File: config.mk
export PLATFORM = sky130hd
export DESIGN_NAME = mrpt_back
export DESIGN_NICKNAME = d
export VERILOG_FILES = /design/src/design/mrpt_pkg.sv /design/src/design/mrpt_mulmod.sv /design/src/design/mrpt_back.sv
export SDC_FILE = /design/constraint.sdc
export NUM_CORES = 2
export LEC_CHECK = 0
export BUFFER_PORTS_ARGS = -buffer_cell sky130_fd_sc_hd__buf_2
export CORE_AREA = 2 2 326 328
export DETAILED_ROUTE_END_ITERATION = 16
export DIE_AREA = 0 0 328 330
export PLACE_DENSITY_LB_ADDON = 0.25
export SYNTH_ARGS = -nofsm -noshare
export SYNTH_HDL_FRONTEND = slang
export SYNTH_SLANG_ARGS = --single-unit
File: constraint.sdc
create_clock -name aclk -period 10.55 [get_ports aclk]
set_input_delay 0 -clock aclk [delete_from_list [all_inputs] [get_ports aclk]]
set_output_delay 0 -clock aclk [all_outputs]
set_load 0.03 [all_outputs]
File: src/design/mrpt_pkg.sv
// Shared types, constants and the base table of the Miller-Rabin prime test.
// Used by every module of the block; depends on nothing.
`default_nettype none
package mrpt_pkg;

    localparam int unsigned WORD_W            = 64;
    localparam int unsigned BASE_TABLE_SIZE   = 7;
    localparam int unsigned NUM_BASES_DEFAULT = 7;
    localparam int unsigned BASE_W            = 5;

    // Result of the front classification.
    typedef enum logic [1:0] {
        CLS_COMPOSITE,
        CLS_PRIME,
        CLS_TEST
    } cls_t;

    typedef struct packed {
        logic [WORD_W-1:0] n;
        cls_t              cls;
    } item_t;

    // Fixed witness bases 2, 3, 5, 7, 11, 13 and 17.
    function automatic logic [BASE_W-1:0] base_value(input logic [2:0] idx);
        logic [BASE_W-1:0] v;
        unique case (idx)
            3'd0:    v = 5'd2;
            3'd1:    v = 5'd3;
            3'd2:    v = 5'd5;
            3'd3:    v = 5'd7;
            3'd4:    v = 5'd11;
            3'd5:    v = 5'd13;
            3'd6:    v = 5'd17;
            default: v = 5'd0;
        endcase
        return v;
    endfunction

endpackage
`default_nettype wire

File: src/design/mrpt_mulmod.sv
// Bit-serial modular multiplier: a*b mod n, one bit of b per cycle.
// Operands must be below n. Depends on mrpt_pkg.
`default_nettype none
module mrpt_mulmod
    import mrpt_pkg::*;
(
    input  wire logic              aclk,
    input  wire logic              aresetn,
    input  wire logic              start,
    input  wire logic [WORD_W-1:0] a,
    input  wire logic [WORD_W-1:0] b,
    input  wire logic [WORD_W-1:0] n,
    output logic                   done,
    output logic [WORD_W-1:0]      res
);

    localparam int unsigned CNT_W = $clog2(WORD_W);

    logic              busy_reg;
    logic              done_reg;
    logic [CNT_W-1:0]  cnt_reg;
    logic [WORD_W-1:0] acc_reg;
    logic [WORD_W-1:0] a_reg;
    logic [WORD_W-1:0] b_reg;
    logic [WORD_W-1:0] n_reg;
    logic [WORD_W+1:0] sum;
    logic [WORD_W+1:0] n1;
    logic [WORD_W+1:0] n2;
    logic [WORD_W-1:0] acc_next;

    // Double and add: the sum stays below 3n, so at most 2n comes off.
    always_comb begin
        n1  = {2'b00, n_reg};
        n2  = {1'b0, n_reg, 1'b0};
        sum = {1'b0, acc_reg, 1'b0} + (b_reg[WORD_W-1] ? {2'b00, a_reg} : '0);
        if (sum >= n2) begin
            acc_next = WORD_W'(sum - n2);
        end else if (sum >= n1) begin
            acc_next = WORD_W'(sum - n1);
        end else begin
            acc_next = sum[WORD_W-1:0];
        end
    end

    assign done = done_reg;
    assign res  = acc_reg;

    always_ff @(posedge aclk) begin
        if (!aresetn) begin
            busy_reg <= 1'b0;
            done_reg <= 1'b0;
        end else begin
            done_reg <= 1'b0;
            if (start && !busy_reg) begin
                busy_reg <= 1'b1;
            end else if (busy_reg && cnt_reg == CNT_W'(WORD_W - 1)) begin
                busy_reg <= 1'b0;
                done_reg <= 1'b1;
            end
        end
        if (start && !busy_reg) begin
            cnt_reg <= '0;
            acc_reg <= '0;
            a_reg   <= a;
            b_reg   <= b;
            n_reg   <= n;
        end else if (busy_reg) begin
            cnt_reg <= cnt_reg + CNT_W'(1);
            acc_reg <= acc_next;
            b_reg   <= {b_reg[WORD_W-2:0], 1'b0};
        end
    end

endmodule
`default_nettype wire

File: src/design/mrpt_back.sv
// Test engine: splits n-1, runs the witness rounds on the shared multiplier
// and holds the result bit. Depends on mrpt_pkg and mrpt_mulmod.
`default_nettype none
module mrpt_back
    import mrpt_pkg::*;
#(
    parameter int unsigned NUM_BASES = NUM_BASES_DEFAULT
) (
    input  wire logic  aclk,
    input  wire logic  aresetn,
    input  wire logic  in_valid,
    output logic       in_ready,
    input  wire item_t in_item,
    output logic       m_valid,
    input  wire logic  m_ready,
    output logic       m_is_prime
);

    localparam int unsigned CW = $clog2(NUM_BASES + 1);
    localparam int unsigned KW = $clog2(WORD_W);

    typedef enum logic [3:0] {
        ST_IDLE,
        ST_SPLIT,
        ST_BASE,
        ST_POW,
        ST_CHECK,
        ST_LOOP,
        ST_WAIT,
        ST_FINISH
    } state_t;

    typedef enum logic [1:0] {
        DST_R,
        DST_X,
        DST_SQ
    } dest_t;

    state_t            state_reg;
    dest_t             dest_reg;
    logic [WORD_W-1:0] n_reg;
    logic [WORD_W-1:0] nm1_reg;
    logic [WORD_W-1:0] d_reg;
    logic [WORD_W-1:0] e_reg;
    logic [WORD_W-1:0] r_reg;
    logic [WORD_W-1:0] x_reg;
    logic [KW-1:0]     k_reg;
    logic [KW-1:0]     j_reg;
    logic [CW-1:0]     base_cnt_reg;
    logic              res_reg;
    logic              m_valid_reg;
    logic              m_is_prime_reg;
    logic              mul_start_reg;
    logic [WORD_W-1:0] mul_a_reg;
    logic [WORD_W-1:0] mul_b_reg;
    logic              mul_done;
    logic [WORD_W-1:0] mul_res;
    logic [BASE_W-1:0] base;

    assign base       = base_value(3'(base_cnt_reg));
    assign in_ready   = (state_reg == ST_IDLE);
    assign m_valid    = m_valid_reg;
    assign m_is_prime = m_is_prime_reg;

    mrpt_mulmod u_mulmod (
        .aclk    (aclk),
        .aresetn (aresetn),
        .start   (mul_start_reg),
        .a       (mul_a_reg),
        .b       (mul_b_reg),
        .n       (n_reg),
        .done    (mul_done),
        .res     (mul_res)
    );

    always_ff @(posedge aclk) begin
        if (!aresetn) begin
            state_reg     <= ST_IDLE;
            m_valid_reg   <= 1'b0;
            mul_start_reg <= 1'b0;
        end else begin
            mul_start_reg <= 1'b0;
            if (m_valid_reg && m_ready) begin
                m_valid_reg <= 1'b0;
            end
            unique case (state_reg)
                ST_IDLE: begin
                    if (in_valid) begin
                        n_reg        <= in_item.n;
                        d_reg        <= in_item.n - WORD_W'(1);
                        nm1_reg      <= in_item.n - WORD_W'(1);
                        k_reg        <= '0;
                        base_cnt_reg <= '0;
                        unique case (in_item.cls)
                            CLS_COMPOSITE: begin
                                res_reg   <= 1'b0;
                                state_reg <= ST_FINISH;
                            end
                            CLS_PRIME: begin
                                res_reg   <= 1'b1;
                                state_reg <= ST_FINISH;
                            end
                            default: begin
                                state_reg <= ST_SPLIT;
                            end
                        endcase
                    end
                end
                ST_SPLIT: begin
                    if (d_reg[0]) begin
                        state_reg <= ST_BASE;
                    end else begin
                        d_reg <= {1'b0, d_reg[WORD_W-1:1]};
                        k_reg <= k_reg + KW'(1);
                    end
                end
                ST_BASE: begin
                    if (base_cnt_reg == CW'(NUM_BASES)
                            || {{(WORD_W-BASE_W){1'b0}}, base} >= n_reg) begin
                        res_reg   <= 1'b1;
                        state_reg <= ST_FINISH;
                    end else begin
                        r_reg     <= WORD_W'(1);
                        x_reg     <= {{(WORD_W-BASE_W){1'b0}}, base};
                        e_reg     <= d_reg;
                        state_reg <= ST_POW;
                    end
                end
                ST_POW: begin
                    if (e_reg == '0) begin
                        state_reg <= ST_CHECK;
                    end else if (e_reg[0]) begin
                        mul_a_reg     <= r_reg;
                        mul_b_reg     <= x_reg;
                        mul_start_reg <= 1'b1;
                        dest_reg      <= DST_R;
                        state_reg     <= ST_WAIT;
                    end else begin
                        mul_a_reg     <= x_reg;
                        mul_b_reg     <= x_reg;
                        mul_start_reg <= 1'b1;
                        dest_reg      <= DST_X;
                        state_reg     <= ST_WAIT;
                    end
                end
                ST_CHECK: begin
                    j_reg <= '0;
                    if (r_reg == WORD_W'(1)) begin
                        base_cnt_reg <= base_cnt_reg + CW'(1);
                        state_reg    <= ST_BASE;
                    end else begin
                        state_reg <= ST_LOOP;
                    end
                end
                ST_LOOP: begin
                    if (j_reg == k_reg) begin
                        res_reg   <= 1'b0;
                        state_reg <= ST_FINISH;
                    end else if (r_reg == nm1_reg) begin
                        base_cnt_reg <= base_cnt_reg + CW'(1);
                        state_reg    <= ST_BASE;
                    end else begin
                        mul_a_reg     <= r_reg;
                        mul_b_reg     <= r_reg;
                        mul_start_reg <= 1'b1;
                        dest_reg      <= DST_SQ;
                        state_reg     <= ST_WAIT;
                    end
                end
                ST_WAIT: begin
                    if (mul_done) begin
                        unique case (dest_reg)
                            DST_R: begin
                                r_reg     <= mul_res;
                                e_reg[0]  <= 1'b0;
                                state_reg <= ST_POW;
                            end
                            DST_X: begin
                                x_reg     <= mul_res;
                                e_reg     <= {1'b0, e_reg[WORD_W-1:1]};
                                state_reg <= ST_POW;
                            end
                            default: begin
                                r_reg     <= mul_res;
                                j_reg     <= j_reg + KW'(1);
                                state_reg <= ST_LOOP;
                            end
                        endcase
                    end
                end
                default: begin
                    if (!m_valid_reg || m_ready) begin
                        m_valid_reg    <= 1'b1;
                        m_is_prime_reg <= res_reg;
                        state_reg      <= ST_IDLE;
                    end
                end
            endcase
        end
    end

    // The multiplier must keep every residue reduced below the modulus.
    a_reduced: assert property (@(posedge aclk) disable iff (!aresetn)
        (state_reg == ST_CHECK || state_reg == ST_LOOP) |-> r_reg < n_reg)
        else $error("residue not reduced below the modulus");

    // A product only ever arrives while the engine is waiting for one.
    a_done_wait: assert property (@(posedge aclk) disable iff (!aresetn)
        mul_done |-> state_reg == ST_WAIT)
        else $error("multiplier result arrived outside the wait state");

    // The odd part of n-1 is fully extracted before any base is tried.
    a_odd_part: assert property (@(posedge aclk) disable iff (!aresetn)
        state_reg == ST_BASE |-> d_reg[0])
        else $error("exponent not odd when the base rounds start");

    // The squaring count never runs past the power of two in n-1.
    a_j_bound: assert property (@(posedge aclk) disable iff (!aresetn)
        state_reg == ST_LOOP |-> j_reg <= k_reg)
        else $error("squaring count ran past k");

endmodule
`default_nettype wire

==> flow_metrics.env <==
export IMPL_outcome="finished with violations"
export IMPL_violations="capacitance limit, slew limit"
export IMPL_rr_worst_depth=25
export IMPL_critPathMaxFanout=34
export IMPL_max_vdd_ir_drop_uv=280
export IMPL_core_area_um2=105000
export IMPL_ys_ff_latch=800
export IMPL_cts_hold_buf=71
export IMPL_whs_path_depth=2
export IMPL_crit_type="register to register"
export IMPL_cts_sinks=800
export IMPL_whs_endpoint="n_reg[1]"
export IMPL_clock_latency_ns=0.66
export IMPL_avgSynthCellArea_um2=10.8
export IMPL_layout_drive_gt1_share_pct=11.3
export IMPL_hp_class="input port to register"
export IMPL_final_area_um2=49900
export IMPL_fin_crit_ns=8.08
export IMPL_wl_per_cell_um=25.4
export IMPL_io_pin_count=73
export IMPL_cap_violations=1
export IMPL_drtIter0Drc=3366
export IMPL_cts_resized=0
export IMPL_grt_max_degree=93
export IMPL_synth_warnings=0
export IMPL_start_kind="register"
export IMPL_setup_violations=0
export IMPL_grt_pass1_vias=32300
export IMPL_postCtsSetupRepairBufs=0
export IMPL_end_kind="register"
export IMPL_slew_headroom_pct=-2.40
export IMPL_hold_viol=0
export IMPL_htreeDepth=3
export IMPL_areaGrowthSynthToFinish_pct=11.5
export IMPL_post_route_drc_count=0
export IMPL_vias=33300
export IMPL_layout_common_cells="723 x edfxtp_1, 417 x nand2_1, 335 x a21oi_1"
export IMPL_dpl_instance_area_um2=46500
export IMPL_first_pass_iters=5
export IMPL_clk_pin_slew_ns=0.06
export IMPL_synth_edf_count=723
export IMPL_nets=4496
export IMPL_setup_tns_final_ns=0
export IMPL_synth_area_leaders="edfxtp_1 48%, ha_1 5.7%, mux2_2 4.9%, a21oi_1 3.8%, nand2_1 3.5%"
export IMPL_slew_viol_final=2
export IMPL_wl_um=144000
export IMPL_worstHoldStart="in_item[3]"
export IMPL_required_ns=11.12
export IMPL_synth_top_area_share_pct=48.5
export IMPL_place_gp_congestion=1.01
export IMPL_synth_seq_area_share_pct=51.9
export IMPL_ys_flop_type="edfxtp_1"
export IMPL_rr_endpoint="u_mulmod.res[30]"
export IMPL_start_util_pct=42.8
export IMPL_dpl_hpwl_um=108000
export IMPL_syn_nets=4429
export IMPL_die_h_um=330
export IMPL_netlist_cell_type_count=86
export IMPL_die_w_um=328
export IMPL_r2r_slack_ns=2.47
export IMPL_nFillCells=9558
export IMPL_skew_ns=0.0297
export IMPL_worstMarginPinSlew_ns=1.51
export IMPL_final_util_pct=47.7
export IMPL_cts_made_buffers=85
export IMPL_die_area_um2=108000
export IMPL_netlist_instances=4151
export IMPL_powerDensity_nw_per_um2=294
export IMPL_p_leak_nw=18.9
export IMPL_cp_arrival_ns=8.64
export IMPL_io_buffers=72
export IMPL_cts_tree="done"
export IMPL_rows=119
export IMPL_rsz0062_at_grt="no"
export IMPL_ys_async_sr_fraction_pct=0
export IMPL_grt_overflow_total=0
export IMPL_cts_max_path_buffers=3
export IMPL_antenna_found_initial=4
export IMPL_mostFrequentLayoutCell="edfxtp_1"
export IMPL_r2r_start="u_mulmod.b_reg[63]"
export IMPL_track_usage_pct=26.3
export IMPL_netlist_area_um2=44800
export IMPL_vias_per_cell=5.87
export IMPL_grt_pass1_wl_um=211000
export IMPL_antenna_left=0
export IMPL_synth_top_area_cell="edfxtp_1"
export IMPL_min_period_over_period_pct=76.6
export IMPL_max_freq_ghz=0.124
export IMPL_cts_root_buf="clkbuf_16"
per-layer routing:
| layer | part of all wire (%) | track usage (%) |
|---|---|---|
| met1 | 45 | 37.4 |
| met4 | 4.6 | 11.7 |
| met3 | 7.0 | 3.77 |
| met2 | 44 | 40.1 |
| met5 | 0.022 | 0 |
power by group:
group | switching (mW) | leakage, nW | total [mW] | internal [mW]
combinational | 4.66 | 10.4 | 7.13 | 2.47
sequential | 0.410 | 7.27 | 4.58 | 4.17
clock | 1.29 | 1.31 | 2.95 | 1.66
total | 6.36 | 18.9 | 14.7 | 8.30
critical path: stages, from the launching register on:
cell and delay (ns):
edfxtp_1 0.34, buf_4 0.22, and2_1 0.16, ha_1 0.19, inv_1 0.06, fa_1 0.40, nand2b_1 0.18, a21oi_1 0.47
o2111ai_1 0.26, o21ai_0 0.45, a31oi_1 0.28, nand2_1 0.20, xor2_1 0.41, ha_1 0.33, nand4_1 0.25, nor4_1 0.68
and3_1 0.30, o2111ai_1 0.23, and3_1 0.39, o211ai_1 0.34, o31a_1 0.30, nor2_1 0.14, nand2_2 0.67, buf_4 0.41
a211oi_1 0.08, a211oi_1 0.18
cells in the mapped netlist, drive strengths merged, types with 48 or more instances:
cell type  instances
edfxtp           723
nand2            422
a21oi            336
nor2             309
ha               205
mux2             195
o21ai            178
xor2             178
clkbuf           171
inv              136
xnor2            134
a21o              95
nor4              94
and3              91
and2              84
dfxtp             77
nand4             73
nand3             68
nor3              59
a22oi             48
stage by stage:
step / hold slack, ns / total power [mW] / setup WS, ns / instances
floorplan: 0.0989 / 9.43 / 1.95 / 4151
global placement: 0.229 / 11.6 / 2.69 / 5451
detailed placement: 0.228 / 11.6 / 2.54 / 5451
CTS: 0.0858 / 14.6 / 2.53 / 5679
global route: 0.132 / 15.4 / 1.93 / 5679
finish: 0.129 / 14.7 / 2.47 / 5680
kinds of logic after synthesis:
| kind of cell | after synthesis | share of synthesized area, % |
|---|---|---|
| AOI/OAI and AO/OA | 943 | 13.2 |
| xor gates and xnor gates | 312 | 6.10 |
| adders and majority gates | 208 | 5.86 |
| buffers and inverters | 333 | 2.84 |
| DFF | 800 | 51.9 |
| muxes | 218 | 5.42 |
| and+or+nand+nor | 1337 | 14.6 |
how the worst max path moves through the flow:
stage | from | to | slack (ns) | cells past startpoint
finish | u_mulmod.b_reg[63] | u_mulmod.res[30] | 2.47 | 25
global route | u_mulmod.b_reg[63] | u_mulmod.res[30] | 1.93 | 25
CTS | u_mulmod.b_reg[63] | u_mulmod.res[30] | 2.53 | 25
detailed placement | u_mulmod.b_reg[63] | u_mulmod.res[30] | 2.54 | 25
global placement | u_mulmod.b_reg[63] | u_mulmod.res[30] | 2.69 | 25
floorplan | base_cnt_reg[0] | e_reg[10] | 1.95 | 14
cell type report:
class | count | area [um^2] | area share (%)
well taps | 1391 | 1740 | 3.49
clock buffers | 104 | 2230 | 4.47
multi-input cells | 3018 | 20400 | 40.8
flip-flops and latches | 800 | 23300 | 46.6
inverters | 136 | 510 | 1.02
clock inverters | 53 | 483 | 0.967
diodes | 1 | 2.50 | 0.00501
repair buffers | 177 | 1340 | 2.68
No activity file was read; power rests on OpenSTA's default activity.
